File: config.mk
export PLATFORM = sky130hd
export DESIGN_NAME = rtu_idle_gap_frame_receiver
export DESIGN_NICKNAME = d
export VERILOG_FILES = /design/src/rtl/rtuigfr_pkg.sv /design/src/rtl/rtu_idle_gap_frame_receiver.sv
export SDC_FILE = /design/constraint.sdc
export NUM_CORES = 1
export LEC_CHECK = 0
export BUFFER_PORTS_ARGS = -buffer_cell sky130_fd_sc_hd__buf_2
export CAP_MARGIN = 20
export CORE_MARGIN = 5
export CORE_UTILIZATION = 48
export DETAILED_ROUTE_END_ITERATION = 6
export HOLD_SLACK_MARGIN = 0.02
export PLACE_DENSITY = 0.63
export SETUP_SLACK_MARGIN = 0.02
export SLEW_MARGIN = 20
export SYNTH_ARGS = -nofsm -noshare
export SYNTH_HDL_FRONTEND = slang
export SYNTH_SLANG_ARGS = --single-unit
File: constraint.sdc
create_clock -name i_clk -period 3 [get_ports i_clk]
set_clock_uncertainty 0.1 [all_clocks]
set_input_delay 0.15 -clock i_clk [delete_from_list [all_inputs] [get_ports i_clk]]
set_output_delay 0.15 -clock i_clk [all_outputs]
set_load 0.01 [all_outputs]
File: src/rtl/rtuigfr_pkg.sv
// Package for the RTU idle-gap frame receiver.
// Holds the request and result types, register indexes and fixed constants.
// No dependencies.
package rtuigfr_pkg;

    // Request kinds on the input channel.
    localparam logic REQ_BYTE = 1'b0;
    localparam logic REQ_TICK = 1'b1;

    // Configuration register indexes.
    localparam int unsigned CFG_IDX_W      = 1;
    localparam logic        CFG_IDLE_LIMIT = 1'b0;
    localparam logic        CFG_RX_ENABLE  = 1'b1;
    localparam int unsigned CFG_DATA_W     = 16;

    // Idle counter width and its disarmed value.
    localparam int unsigned IDLE_W        = 16;
    localparam logic [15:0] IDLE_DISARMED = 16'hFFFF;
    localparam logic [15:0] IDLE_LIMIT_RST = 16'd2;

    // One input request.
    typedef struct packed {
        logic       req_type;
        logic [7:0] rx_byte;
    } t_in;

    // One result.
    typedef struct packed {
        logic [7:0] out_byte;
        logic       has_data;
        logic       frame_end;
        logic       last;
    } t_out;

endpackage

File: src/rtl/rtu_idle_gap_frame_receiver.sv
// Top level of the RTU idle-gap frame receiver: frame buffer memory and control.
// Depends on rtuigfr_pkg.
//
// Modbus RTU receive framer. Each request is a received byte or a periodic tick.
// A byte is stored in the frame buffer when rx_enable is set; when the buffer
// holds BUFFER_BYTES bytes it is read out as a chunk run (frame_end = 0). The
// first tick after a byte starts the idle count; the tick that finds the count
// at idle_limit ends the frame, and the buffered bytes are read out as an
// end-of-frame run, or one empty frame-end result is given. The frame buffer is
// a single-port memory with a registered read, so each byte of a run takes a
// read and then a load of the output register; an empty frame end skips the
// read. No new request is taken while a run is being read out, and a stalled
// output holds the run. There is no clearing pass after reset.
module rtu_idle_gap_frame_receiver #(
    parameter int unsigned BUFFER_BYTES = 64
) (
    input  logic                                   i_clk,
    input  logic                                   i_rst_n,
    // Configuration write port
    input  logic                                   i_cfg_we,
    input  logic [rtuigfr_pkg::CFG_IDX_W-1:0]      i_cfg_idx,
    input  logic [rtuigfr_pkg::CFG_DATA_W-1:0]     i_cfg_data,
    // Request channel
    input  logic                                   i_in_valid,
    output logic                                   o_in_ready,
    input  rtuigfr_pkg::t_in                       i_in,
    // Result channel
    output logic                                   o_out_valid,
    input  logic                                   i_out_ready,
    output rtuigfr_pkg::t_out                      o_out
);
    import rtuigfr_pkg::*;

    localparam int unsigned AW = (BUFFER_BYTES > 1) ? $clog2(BUFFER_BYTES) : 1;
    localparam logic [AW-1:0] LAST_IDX = AW'(BUFFER_BYTES - 1);

    localparam logic [1:0] ST_IDLE = 2'd0;
    localparam logic [1:0] ST_READ = 2'd1;
    localparam logic [1:0] ST_LOAD = 2'd2;

    logic [7:0]        r_mem [BUFFER_BYTES];
    logic [7:0]        r_rd_data;

    logic [1:0]        r_state,     n_state;
    logic [AW-1:0]     r_fill,      n_fill;
    logic [IDLE_W-1:0] r_idle,      n_idle;
    logic              r_seen,      n_seen;
    logic [AW-1:0]     r_rd_ptr,    n_rd_ptr;
    logic [AW-1:0]     r_last_ptr,  n_last_ptr;
    logic              r_frame_end, n_frame_end;
    logic              r_empty,     n_empty;
    logic [IDLE_W-1:0] r_limit;
    logic              r_rx_en;
    t_out              r_out;
    logic              r_out_valid;

    logic in_acc;
    logic out_free;
    logic mem_we;
    logic rd_en;
    logic out_load;
    logic out_last;

    assign o_in_ready  = (r_state == ST_IDLE);
    assign in_acc      = i_in_valid && o_in_ready;
    assign out_free    = !r_out_valid || i_out_ready;
    assign mem_we      = in_acc && (i_in.req_type == REQ_BYTE) && r_rx_en;
    assign rd_en       = (r_state == ST_READ);
    assign out_load    = (r_state == ST_LOAD) && out_free;
    assign out_last    = r_empty || (r_rd_ptr == r_last_ptr);
    assign o_out_valid = r_out_valid;
    assign o_out       = r_out;

    // Configuration registers.
    always_ff @(posedge i_clk) begin
        if (!i_rst_n) begin
            r_limit <= IDLE_LIMIT_RST;
            r_rx_en <= 1'b0;
        end else if (i_cfg_we) begin
            unique case (i_cfg_idx)
                CFG_IDLE_LIMIT: r_limit <= i_cfg_data[IDLE_W-1:0];
                CFG_RX_ENABLE:  r_rx_en <= i_cfg_data[0];
            endcase
        end
    end

    // Frame buffer: one write or one read per cycle, read data registered.
    always_ff @(posedge i_clk) begin
        if (mem_we) begin
            r_mem[r_fill] <= i_in.rx_byte;
        end
        if (rd_en) begin
            r_rd_data <= r_mem[r_rd_ptr];
        end
    end

    // Request handling and readout sequencing.
    always_comb begin
        n_state     = r_state;
        n_fill      = r_fill;
        n_idle      = r_idle;
        n_seen      = r_seen;
        n_rd_ptr    = r_rd_ptr;
        n_last_ptr  = r_last_ptr;
        n_frame_end = r_frame_end;
        n_empty     = r_empty;
        unique case (r_state)
            ST_IDLE: begin
                if (in_acc) begin
                    if (i_in.req_type == REQ_BYTE) begin
                        n_seen = 1'b1;
                        if (r_rx_en) begin
                            if (r_fill == LAST_IDX) begin
                                // Buffer full: read it out as a chunk.
                                n_state     = ST_READ;
                                n_rd_ptr    = '0;
                                n_last_ptr  = LAST_IDX;
                                n_frame_end = 1'b0;
                                n_empty     = 1'b0;
                                n_fill      = '0;
                            end else begin
                                n_fill = r_fill + AW'(1);
                            end
                        end
                    end else if (r_seen) begin
                        n_seen = 1'b0;
                        n_idle = '0;
                    end else if (r_idle < r_limit) begin
                        n_idle = r_idle + IDLE_W'(1);
                    end else if (r_idle == r_limit) begin
                        // Idle gap reached: end the frame and disarm.
                        n_idle      = IDLE_DISARMED;
                        n_frame_end = 1'b1;
                        if (r_fill == '0) begin
                            n_empty = 1'b1;
                            n_state = ST_LOAD;
                        end else begin
                            n_empty    = 1'b0;
                            n_rd_ptr   = '0;
                            n_last_ptr = r_fill - AW'(1);
                            n_fill     = '0;
                            n_state    = ST_READ;
                        end
                    end
                end
            end
            ST_READ: begin
                n_state = ST_LOAD;
            end
            ST_LOAD: begin
                if (out_free) begin
                    if (out_last) begin
                        n_state = ST_IDLE;
                    end else begin
                        n_rd_ptr = r_rd_ptr + AW'(1);
                        n_state  = ST_READ;
                    end
                end
            end
            default: begin
                n_state = ST_IDLE;
            end
        endcase
    end

    // Control registers.
    always_ff @(posedge i_clk) begin
        if (!i_rst_n) begin
            r_state     <= ST_IDLE;
            r_fill      <= '0;
            r_idle      <= IDLE_DISARMED;
            r_seen      <= 1'b0;
            r_rd_ptr    <= '0;
            r_last_ptr  <= '0;
            r_frame_end <= 1'b0;
            r_empty     <= 1'b0;
        end else begin
            r_state     <= n_state;
            r_fill      <= n_fill;
            r_idle      <= n_idle;
            r_seen      <= n_seen;
            r_rd_ptr    <= n_rd_ptr;
            r_last_ptr  <= n_last_ptr;
            r_frame_end <= n_frame_end;
            r_empty     <= n_empty;
        end
    end

    // Output register valid flag.
    always_ff @(posedge i_clk) begin
        if (!i_rst_n) begin
            r_out_valid <= 1'b0;
        end else if (out_load) begin
            r_out_valid <= 1'b1;
        end else if (i_out_ready) begin
            r_out_valid <= 1'b0;
        end
    end

    // Output register payload.
    always_ff @(posedge i_clk) begin
        if (out_load) begin
            r_out.out_byte  <= r_empty ? 8'd0 : r_rd_data;
            r_out.has_data  <= !r_empty;
            r_out.frame_end <= r_frame_end;
            r_out.last      <= out_last;
        end
    end

    // The fill level always stays below the buffer size.
    a_fill_range: assert property (@(posedge i_clk) disable iff (!i_rst_n)
        (r_state == ST_IDLE) |-> (32'(r_fill) < BUFFER_BYTES))
        else $error("fill level out of range");

    // A readout never runs past its last entry.
    a_ptr_bound: assert property (@(posedge i_clk) disable iff (!i_rst_n)
        (r_state == ST_READ) |-> (r_rd_ptr <= r_last_ptr))
        else $error("read pointer beyond last entry");

    // A stored byte that fills the buffer starts a chunk readout.
    a_full_drain: assert property (@(posedge i_clk) disable iff (!i_rst_n)
        (mem_we && (r_fill == LAST_IDX)) |=> (r_state == ST_READ) && (r_fill == '0))
        else $error("full buffer not read out");

    // An idle gap disarms the counter.
    a_disarm: assert property (@(posedge i_clk) disable iff (!i_rst_n)
        (in_acc && (i_in.req_type == REQ_TICK) && !r_seen && (r_idle == r_limit))
        |=> (r_idle == IDLE_DISARMED) && r_frame_end)
        else $error("idle counter not disarmed at frame end");

    // The output register is loaded only when it is free.
    a_no_overwrite: assert property (@(posedge i_clk) disable iff (!i_rst_n)
        (r_out_valid && !i_out_ready) |=> $stable(r_out))
        else $error("pending result overwritten");

endmodule

==> After elaboration in Yosys (flattened, before gate mapping) <==
Memories as Yosys holds them, arrays and structs flattened. A register that Yosys moved wholly into a read port is not among the register bits.
Cells that the tools add are included.
{ "classes": {"add_sub_neg": 4, "n_lt_le_gt_ge": 1, "n_eq_ne": 18, "muxes": 51, "bitwise": 2, "n_reduce_logical": 24} }
{ "op_table": {"columns": ["operator", "n"], "rows": [
  ["2-to-1 mux 6 bit", 20],
  ["2-to-1 mux 16 bit", 3],
  ["AND reduction 7 bit", 3],
  ["2-to-1 mux 2 bit", 9],
  ["2-to-1 mux 1 bit", 17],
  ["adder 16 x 1 -> 16 bit (second input constant)", 1],
  ["equality test 16 bit", 1],
  ["< comparator 16 bit", 1],
  ["adder 6 x 1 -> 6 bit (second input constant)", 2],
  ["one-hot mux 6 bit (2 select lines)", 1],
  ["!= test 2 bit (second input constant)", 5],
  ["AND reduction 10 bit", 1],
  ["!= test 3 bit (second input constant)", 3],
  ["AND reduction 8 bit", 1],
  ["nonzero test 2 bit", 4],
  ["equality test 6 bit", 1],
  ["equality test 6 bit (second input constant)", 1],
  ["logical NOT 6 bit", 1],
  ["!= test 3 x 1 -> 1 bit (second input constant)", 2],
  ["one-hot mux 2 bit (3 select lines)", 1],
  ["AND reduction 2 bit", 3],
  ["subtractor 6 x 1 -> 6 bit (second input constant)", 1],
  ["logical AND 1 bit", 4],
  ["!= test 2 x 1 -> 1 bit (second input constant)", 2],
  ["other kinds (9)", 12]
]} }
{ "totals": {"reg_bits": 68, "ram_bits": 512, "inputBits": 31, "wordCells": 116, "memories": 1} }
{ "memory_table": {"columns": ["name", "depth", "width", "read_ports", "rd_ports_with_merged_regs", "wr", "line_no", "rtl"], "rows": [
  ["r_mem", 64, 8, 1, 1, 1, "rtu_idle_gap_frame_receiver.sv:41", "logic [7:0] r_mem [BUFFER_BYTES];"]
]} }

==> Logic depth before layout (Yosys ltp) <==
Gate-level depths: netlist of the first run.
{ "logic_depth": {"depth_word": 8, "depth_mapped": 10} }

==> Worst setup path after synthesis of the first run <==
OpenSTA, ideal clock, no wires.
{ "synth_path": {"path_kind": "register -> register", "start": "reg r_rd_ptr[1]", "end": "reg r_rd_data[0] (read register of r_mem), data pin", "arrival_time_ps": 2196, "required_time_ps": 2641, "setup_slack_ps": 445, "stages_incl_launch_ff": 8, "path_buffers": 3, "path_cell_list": "dfxtp_1 clkbuf_1 clkbuf_1 buf_1 mux4_2 mux4_2 a22oi_1 nand2_1"} }
{ "synth_lines": {"columns": ["item", "line_no", "rtl"], "rows": [
  ["from (decl)", "rtu_idle_gap_frame_receiver.sv:48", "logic [AW-1:0] r_rd_ptr, n_rd_ptr;"],
  ["from (signal assigned)", "rtu_idle_gap_frame_receiver.sv:182", "r_rd_ptr <= n_rd_ptr;"],
  ["to (decl)", "rtu_idle_gap_frame_receiver.sv:42", "logic [7:0] r_rd_data;"]
]} }

==> Worst setup path in the final report of the first run <==
{ "layout_path": {"start": "reg r_idle[0]", "end": "reg r_last_ptr[4]"} }
{ "layout_between": {"elab_chain_len": 3, "elab_cells_between_ends": 5, "classes_between": "order compare: 1; eq/ne: 3; reduce/logical: 1"} }
{ "layout_lines": {"columns": ["item", "line_no", "rtl"], "rows": [
  ["from (decl)", "rtu_idle_gap_frame_receiver.sv:46", "logic [IDLE_W-1:0] r_idle, n_idle;"],
  ["from (signal assigned)", "rtu_idle_gap_frame_receiver.sv:180", "r_idle <= n_idle;"],
  ["< comparator 16 bit / equality test 16 bit (equally long branches)", "rtu_idle_gap_frame_receiver.sv:128, rtu_idle_gap_frame_receiver.sv:130", null],
  ["!= test 2 bit (no source line) / != test 2 x 1 -> 1 bit (equally long branches)", null, null],
  ["AND reduction 8 bit (no source line) (*)", null, null],
  ["to (signal assigned)", "rtu_idle_gap_frame_receiver.sv:183", "r_last_ptr <= n_last_ptr;"],
  ["to (decl)", "rtu_idle_gap_frame_receiver.sv:49", "logic [AW-1:0] r_last_ptr, n_last_ptr;"]
]} }
Every way passes the cells marked *; elsewhere a longest branch is shown, timed or not.
A chain may end at the register's enable or synchronous reset.

==> results.cfg, run 1 <==
[floorplan]
initial_utilization = 0.486
io-pin-count = 44
die_w_um = 233
die-area_mm2 = 0.0541
num_rows = 81
coreArea_mm2 = 0.0490
die_h_um = 233

[critical_path]
startpoint = r_idle[0]$_SDFFE_PN1P_
worstSetupEndpointType = flip-flop
worst_setup_path_start_kind = flip-flop
criticalPathCategory = reg -> reg
ff2ff_setup_slack_ns = 0.17
worstPathMaxFanout = 16
r2r-start = r_idle[0]$_SDFFE_PN1P_
crit_required_ns = 3.46
arrival_ns = 3.28

[final_layout]
fill_cells = 3678
fin_nets = 1537
antenna_cells = 0
regArea_mm2 = 0.0171
instances_no_fill = 2195
drive_above_1_share = 0.285
area_growth_pct = 17.3
multi_input_area_mm2 = 0.00629
fin_util = 0.570

[power_and_ir_drop]
power_density_mw_per_mm2 = 595
leakage_nw = 8.88
power.total_mw = 16.6
ir_drop_mv = 0.507

[synthesis]
synth_edf_count = 531
synthTopCellsByCount = 531 x edfxtp_1, 160 x mux4_2, 90 x nor2_1
synth_xor_area_frac = 0.00368
synth_area_leaders = edfxtp_1 67%, mux4_2 15%, dfxtp_1 4.8%
yosys.area_share.adder = 0.0105
synth_top_family_by_area = multiplexers
synth_mux_area_frac = 0.153
ys_ff_latch = 588
yosys_warnings = 0
ys.flop_type = edfxtp_1
yosysSeqAreaShare = 0.718
syn_inst = 1277
synth.top_cell.area_share = 0.670
synthesis.area_mm2 = 0.0238
synth_fp_nets = 1328
yosysTopAreaCell = edfxtp_1
synth_async_sr_flop_share = 0
synth_simple_gate_area_frac = 0.0528
synth_most_common_cell = edfxtp_1
synth.distinct_cells = 68
syn_avg_cell_area_um2 = 18.6
synth-compound-area-share = 0.0442

[placement]
place.gp.congestion = 0.849
port_buffers = 43
hpwl_um = 34900
placed_cells = 2038

[global_route]
grt_max_degree = 65
grt_antenna_before_repair = 1
grt_usage = 0.209
grt_pass1_vias = 13106
grt-ovfl-total = 0
grt_pass1_wl_um = 84800

[clocking]
cts_root_buf = clkbuf_16
clk_pin_slew_ns = 0.06
cts_max_path_buffers = 3
clock_latency_ns = 0.62
cts_buffers = 60
cts_tree = done
htreeDepth = 2
clock_sinks = 588

[sta]
finalHoldViolations = 0
max-slew-margin-rel = 0.354
finalCritPeriodShare = 0.942
fin_setup_tns_ns = 0
period_needed_ns = 2.83
drv_slew = 0
fmax_mhz = 354
grt_setup_unrepaired = no
hold_slack_ns = 0.0175
finalSetupViolations = 0
worst_slew_pin_slew_ns = 0.969

[detailed_routing]
drcViolationCount = 0
drtIter0Drc = 1291
vias = 12954
avgRoutedWirePerCell_um = 25.3
firstDrtPassIters = 5
ant_nets = 0
routed_wl_um = 55500
viasPerCell = 5.90

[run_status]
status = complete, no violations

[min_path]
hold_path_class = in -> reg
hold_start = i_in[3]

[run]
drv_cap = 0
-- worst paths after layout --
check | to | depth (start not counted)
setup reg to reg | r_last_ptr[4]$_SDFFE_PN0P_ | 8
hold reg to reg | r_limit[7]$_SDFFE_PN0P_ | 2
hold / removal | r_mem[52][3]$_DFFE_PP_ | 1
setup / recovery | r_last_ptr[4]$_SDFFE_PN0P_ | 8
-- through the flow --
step | instance area (um^2) | setup WS (ns)
after CTS | 27900 | 0.153
after global placement | 25600 | 0.265
after global routing | 27900 | 0.0454
after floorplan | 23800 | 0.445
after detailed placement | 25600 | 0.176
final | 27900 | 0.175
-- cell families (layout without fill, tap and decap cells) --
kind of cell,Yosys count,count (layout)
flip-flops,588,588
AND/OR/NAND/NOR,260,260
multiplexers,163,163
AO/OA/AOI/OAI,140,140
buffers and inverters,96,350
adder cells (fa/ha/maj),20,20
XOR/XNOR,10,10
-- power breakdown --
part	total [mW]	internal, mW	leakage, nW	switching [mW]
registers	8.99	8.95	5.23	0.0423
logic	0.495	0.173	2.73	0.322
clock network	7.13	4.12	0.912	3.01
-- per-layer routing --
layer	up-vias	GRT usage	share of wire
met1	6763	0.309	0.43
met2	467	0.338	0.49
met4	0	0.0460	0.017
met5	-	0	0
li1	5646	-	-
met3	78	0.0293	0.065
-- registers in the layout, indices dropped and copies added (netlist names) --
register and flops:
r_mem 512, o_out 11, o_out_valid 1, r_fill 6, r_state 2, r_idle 16, r_seen 1, r_frame_end 1
r_empty 1, r_rd_data 8, r_limit 16, r_rx_en 1, r_rd_ptr 6, r_last_ptr 6
-- layout by cell type, fill, tap and decap left out, types with 5 or more instances in the layout --
master         synthesis  final
and3_1                 6      6
inv_1                 26     26
buf_4                  2    122
clkinv_2               0     10
and2_1                 5      5
dfxtp_1               57     53
nand4_1               12     12
nand2b_1               7      7
a31oi_1                6      6
clkinv_1               0     15
nor2b_1               16     15
clkbuf_16              0     61
mux4_2               160    160
buf_12                 0      8
ha_1                  20     20
clkbuf_1              37     12
a22oi_1               18     18
xor2_1                 7      7
nor4_1                 6      6
dlygate4sd3_1          0     46
o21ai_0               11     11
nor3_1                14     13
a41oi_1                7      7
nand2_1               64     64
buf_2                 12     41
edfxtp_1             531    531
nor2_1                90     90
a21oi_1               39     39
o311ai_0               8      8
bufinv_16              0      5
nand3_1               20     20
o31ai_1                5      5
-- timing repair --
action / in CTS / in global routing
hold buffers: 46 / 0
endpoints found under the hold margin: 136 / 0
gates resized for setup: 0 / 1
endpoints found under the setup margin: 0 / 2
buffers inserted: 0 / 4
-- final cells by class --
cell class | count | area share
Clock buffer | 73 | 0.0563
Clock inverter | 34 | 0.0104
Inverter | 26 | 0.00350
Multi-Input combinational cell | 593 | 0.225
Sequential cell | 588 | 0.612
Tap cell | 664 | 0.0298
Timing Repair Buffer | 217 | 0.0624
-- critical path, stage by stage, from the launching register on --
cell and delay [ns]:
dfxtp_1 0.41, inv_1 0.11, ha_1 0.20, nor2b_1 0.11
o211ai_1 0.14, a2111o_4 0.55, and3_1 0.42, o31ai_4 0.48
o221a_1 0.25
Power figures use the tool's default switching activity.
==> inputs of run 2 (changes only) <==
Settings changed: CORE_UTILIZATION 48 to 62, PLACE_DENSITY 0.63 to 0.78.
==> results.cfg, run 2 (synthesized netlist as in run 1, its figures left out) <==
[run_status]
status = complete, no violations

[sta]
drv_slew = 0
max-slew-margin-rel = 0.303
period_needed_ns = 2.90
worst_slew_pin_slew_ns = 1.05
fin_setup_tns_ns = 0
fmax_mhz = 345
grt_setup_unrepaired = no
finalHoldViolations = 0
finalCritPeriodShare = 0.967
finalSetupViolations = 0

[critical_path]
worst_setup_path_start_kind = flip-flop
r2r-start = r_rd_ptr[0]$_SDFFE_PN0P_
arrival_ns = 3.15
startpoint = r_rd_ptr[0]$_SDFFE_PN0P_
ff2ff_setup_slack_ns = 0.1
crit_family = multiplexers
worstSetupEndpointType = flip-flop
crit_required_ns = 3.25
max_stage_delay_ns = 0.59
criticalPathCategory = reg -> reg
worstPathMaxFanout = 18
crit_chain = buf_12 > buf_4 > mux4_2 > mux4_2 > a22oi_1 > nand2_1
crit_slowest_cell = dfxtp_4
cp_common_cell = mux4_2
cp_num_buf_inv = 2

[detailed_routing]
viasPerCell = 6.60
drcViolationCount = 0
drtIter0Drc = 1794
vias = 13401
routed_wl_um = 55600
ant_nets = 0
avgRoutedWirePerCell_um = 27.4
firstDrtPassIters = 6

[final_layout]
fill_cells = 2170
fin_util = 0.729
largest-register = r_mem
largest_reg_flops = 512
fin_nets = 1528
layout_common_cells = 531 x edfxtp_1, 160 x mux4_2, 119 x buf_4
largestRegisters = r_mem (512), r_idle (16), r_limit (16)
drive_above_1_share = 0.279
final_common_cell = edfxtp_1
area_growth_pct = 15.7
antenna_cells = 0

[placement]
port_buffers = 43
place.gp.congestion = 0.924
hpwl_um = 33100

[clocking]
clock_sinks = 588
cts_buffers = 56
clk_pin_slew_ns = 0.06
cts_max_path_buffers = 3
cts_root_buf = clkbuf_16
cts_tree = done
clock_latency_ns = 0.61
htreeDepth = 2

[global_route]
grt_max_degree = 65
grt-ovfl-total = 0
grt_usage = 0.270
grt_pass1_wl_um = 84300
grt_antenna_before_repair = 0
grt_pass1_vias = 13452

[power_and_ir_drop]
switching_share = 0.206
p_int_mw = 12.6
leakage_nw = 8.76
combPwrFrac = 0.031
power_density_mw_per_mm2 = 578
pwr-share-seq = 0.565
switchingPower_mw = 3.28
clkPwrFrac = 0.404
ir_drop_mv = 0.431

[min_path]
hold_start = i_in[4]
hold_path_class = in -> reg

[floorplan]
num_rows = 71
io-pin-count = 44
initial_utilization = 0.630
die_h_um = 206
die_w_um = 206
die-area_mm2 = 0.0424
coreArea_mm2 = 0.0378

[run]
drv_cap = 0
==> run 2: cell types whose count changed in the layout (fill, tap and decap cells not counted), sizes merged <==
| cell | previous run | this run |
|---|---|---|
| buf | 171 | 170 |
| bufinv | 5 | 0 |
| clkbuf | 73 | 77 |
| clkinv | 26 | 22 |
| clkinvlp | 1 | 0 |
| dlygate4sd3 | 46 | 42 |
==> run 2: repair_timing <==
| action | in CTS | in global routing |
|---|---|---|
| endpoints found under the hold margin | 41 | 0 |
| buffers inserted | 0 | 1 |
| endpoints found under the setup margin | 0 | 9 |
| resized for setup | 0 | 1 |
| hold buffers | 42 | 0 |
==> run 2: worst reg2reg max path: stages, from the launching register on <==
cell	delay, ns
dfxtp_4	0.59
buf_12	0.25
buf_4	0.16
mux4_2	0.55
mux4_2	0.48
a22oi_1	0.41
nand2_1	0.11
==> run 2: worst paths after layout <==
| check | end | cells past startpoint |
|---|---|---|
| setup / recovery | r_rd_data[3]$_DFFE_PN_ | 6 |
| hold / removal | r_mem[35][4]$_DFFE_PP_ | 1 |
| setup reg to reg | r_rd_data[3]$_DFFE_PN_ | 6 |
| hold reg to reg | r_limit[9]$_SDFFE_PN0P_ | 2 |
==> run 2: stage by stage <==
step | cell area [um^2] | instances | hold slack (ns) | worst slack, ns | total power, mW
6_report | 27500 | 2031 | 0.00578 | 0.0988 | 15.9
5_1_grt | 27500 | 2031 | 0.0352 | 0.0291 | 16.4
4_1_cts | 27500 | 2030 | 0.0653 | 0.108 | 16.0
3_5_place_dp | 25500 | 1887 | 0.299 | 0.154 | 9.60
3_3_place_gp | 25500 | 1887 | 0.287 | 0.180 | 9.58
2_1_floorplan | 23800 | 1277 | 0.149 | 0.445 | 9.38
==> run 2: layout make-up <==
class | instances | area [um^2] | area share
inverters | 26 | 97.6 | 0.00355
repair buffers | 212 | 1780 | 0.0646
flip-flops and latches | 588 | 17100 | 0.621
well taps | 511 | 639 | 0.0232
clock inverters | 24 | 113 | 0.00409
clock buffers | 77 | 1510 | 0.0549
multi-input cells | 593 | 6280 | 0.228
==> run 2: power groups by stage <==
stage	clock network, mW	logic, mW	registers [mW]
after floorplan	0	0.234	9.15
after global routing	6.87	0.546	8.98
final	6.42	0.499	8.98
after global placement	0	0.431	9.15
after CTS	6.49	0.487	8.98
after detailed placement	0	0.449	9.15
==> run 2: routing by layer <==
metal	global-route usage	up-vias	routed length, um	part of all wire
met3	0.0502	98	5810	0.10
met1	0.385	6814	20900	0.38
met4	0.0803	0	1500	0.027
li1	-	5616	-	-
met5	0	-	0	0
met2	0.439	873	27400	0.49
==> inputs of run 3 (changes only) <==
Settings changed: BUFFER_PORTS_ARGS -buffer_cell sky130_fd_sc_hd__buf_2 to -buffer_cell sky130_fd_sc_hd__buf_4.
==> results.cfg, run 3 (synthesized netlist as in run 1, its figures left out) <==
[floorplan]
die_h_um = 206
die-area_mm2 = 0.0424
num_rows = 71
initial_utilization = 0.630
die_w_um = 206
io-pin-count = 44
coreArea_mm2 = 0.0378

[power_and_ir_drop]
power_density_mw_per_mm2 = 608
leakage_nw = 8.94
power.total_mw = 17.0
ir_drop_mv = 0.506

[sta]
finalSetupViolations = 0
period_needed_ns = 2.82
fin_setup_tns_ns = 0
setup_slack_ns = 0.180
finalCritPeriodShare = 0.940
drv_slew = 0
grt_setup_unrepaired = no
max-slew-margin-rel = 0.351
worst_slew_pin_slew_ns = 0.972
finalHoldViolations = 0
fmax_mhz = 355

[detailed_routing]
avgRoutedWirePerCell_um = 27.4
vias = 13361
ant_nets = 0
routed_wl_um = 55700
viasPerCell = 6.58
firstDrtPassIters = 6
drcViolationCount = 0
drtIter0Drc = 1619

[placement]
hpwl_um = 33100
pre_cts_slack_ns = 0.135
place.gp.congestion = 0.878
port_buffers = 43

[global_route]
grt_antenna_before_repair = 0
grt-ovfl-total = 0
grt_max_degree = 65
grt_pass1_vias = 13473
grt_pass1_wl_um = 84500
grt_usage = 0.272

[final_layout]
largestRegisters = r_mem (512), r_idle (16), r_limit (16)
fill_cells = 2105
layout_common_cells = 531 x edfxtp_1, 160 x mux4_2, 149 x buf_4
drive_above_1_share = 0.283
antenna_cells = 0
final_common_cell = edfxtp_1
largest-register = r_mem
fin_nets = 1526
area_growth_pct = 17.4
largest_reg_flops = 512

[critical_path]
worstPathMaxFanout = 7
crit_required_ns = 3.35
worstSetupEndpointType = flip-flop
crit_slowest_cell = or4_4
max_stage_delay_ns = 0.65
arrival_ns = 3.17
criticalPathCategory = reg -> reg
crit_chain = inv_1 > ha_1 > nand4_1 > or4_4 > nor2_1 > o21ai_2 > nor3_1 > o21ai_0
worst_setup_path_start_kind = flip-flop

[run_status]
status = complete, no violations

[clocking]
cts_buffers = 57
cts_root_buf = clkbuf_16
clock_sinks = 588
clock_latency_ns = 0.63
cts_max_path_buffers = 3
cts_tree = done
clk_pin_slew_ns = 0.06
htreeDepth = 2

[run]
drv_cap = 0

[min_path]
hold_path_class = in -> reg
run 3: what timing repair did:
action / 4_1_cts / 5_1_grt
hold buffers: 47 / 0
setup buffers: 0 / 6
resized for setup: 0 / 1
hold endpoints to repair: 306 / 0
endpoints found under the setup margin: 0 / 2
run 3: metal layers:
layer,up-vias,routed length (um),track usage
met5,-,0,0
met4,0,1950,0.0877
met3,127,5820,0.0750
met2,807,27000,0.431
met1,6808,20900,0.376
li1,5619,-,-
run 3: stage by stage:
step                utilization  cells  cell area (um^2)  hold slack [ns]
global placement          0.673   1874             25400            0.278
CTS                       0.738   2026             27900           0.0496
floorplan                     -   1277             23800            0.149
detailed placement        0.673   1874             25400            0.282
finish                    0.740   2032             27900           0.0776
global route              0.740   2032             27900            0.110
run 3: final cells by class:
| cell class | count | area, um^2 | share of cell area |
|---|---|---|---|
| Timing Repair Buffer | 209 | 1850 | 0.0662 |
| Multi-Input combinational cell | 593 | 6280 | 0.225 |
| Clock inverter | 41 | 522 | 0.0187 |
| Clock buffer | 64 | 1450 | 0.0520 |
| Tap cell | 511 | 639 | 0.0229 |
| Inverter | 26 | 97.6 | 0.00349 |
| Sequential cell | 588 | 17100 | 0.612 |
run 3: path summary, 6_finish.rpt:
path                       startpoint                  endpoint  slack [ns]  cells past startpoint
max reg2reg  r_limit[11]$_SDFFE_PN0P_  r_rd_ptr[0]$_SDFFE_PN0P_        0.18                      8
min reg2reg   r_limit[6]$_SDFFE_PN0P_   r_limit[6]$_SDFFE_PN0P_        0.36                      2
min                          i_cfg_we   r_limit[0]$_SDFFE_PN0P_        0.08                      5
max          r_limit[11]$_SDFFE_PN0P_  r_rd_ptr[0]$_SDFFE_PN0P_        0.18                      8
run 3: report_power, final:
part           switching, mW  total [mW]  internal, mW
Clock                   3.07        7.50          4.43
Combinational          0.327       0.506         0.179
Sequential            0.0366        8.98          8.95
Total                   3.43        17.0          13.6
run 3: worst max-delay path: cells and delay by family (launching register included):
kind / cells / cell delay [ns]
and+or+nand+nor: 4 / 1.49
AOI/OAI and AO/OA: 2 / 0.36
DFF: 1 / 0.35
adders and majority gates: 1 / 0.30
buffers and inverters: 1 / 0.05
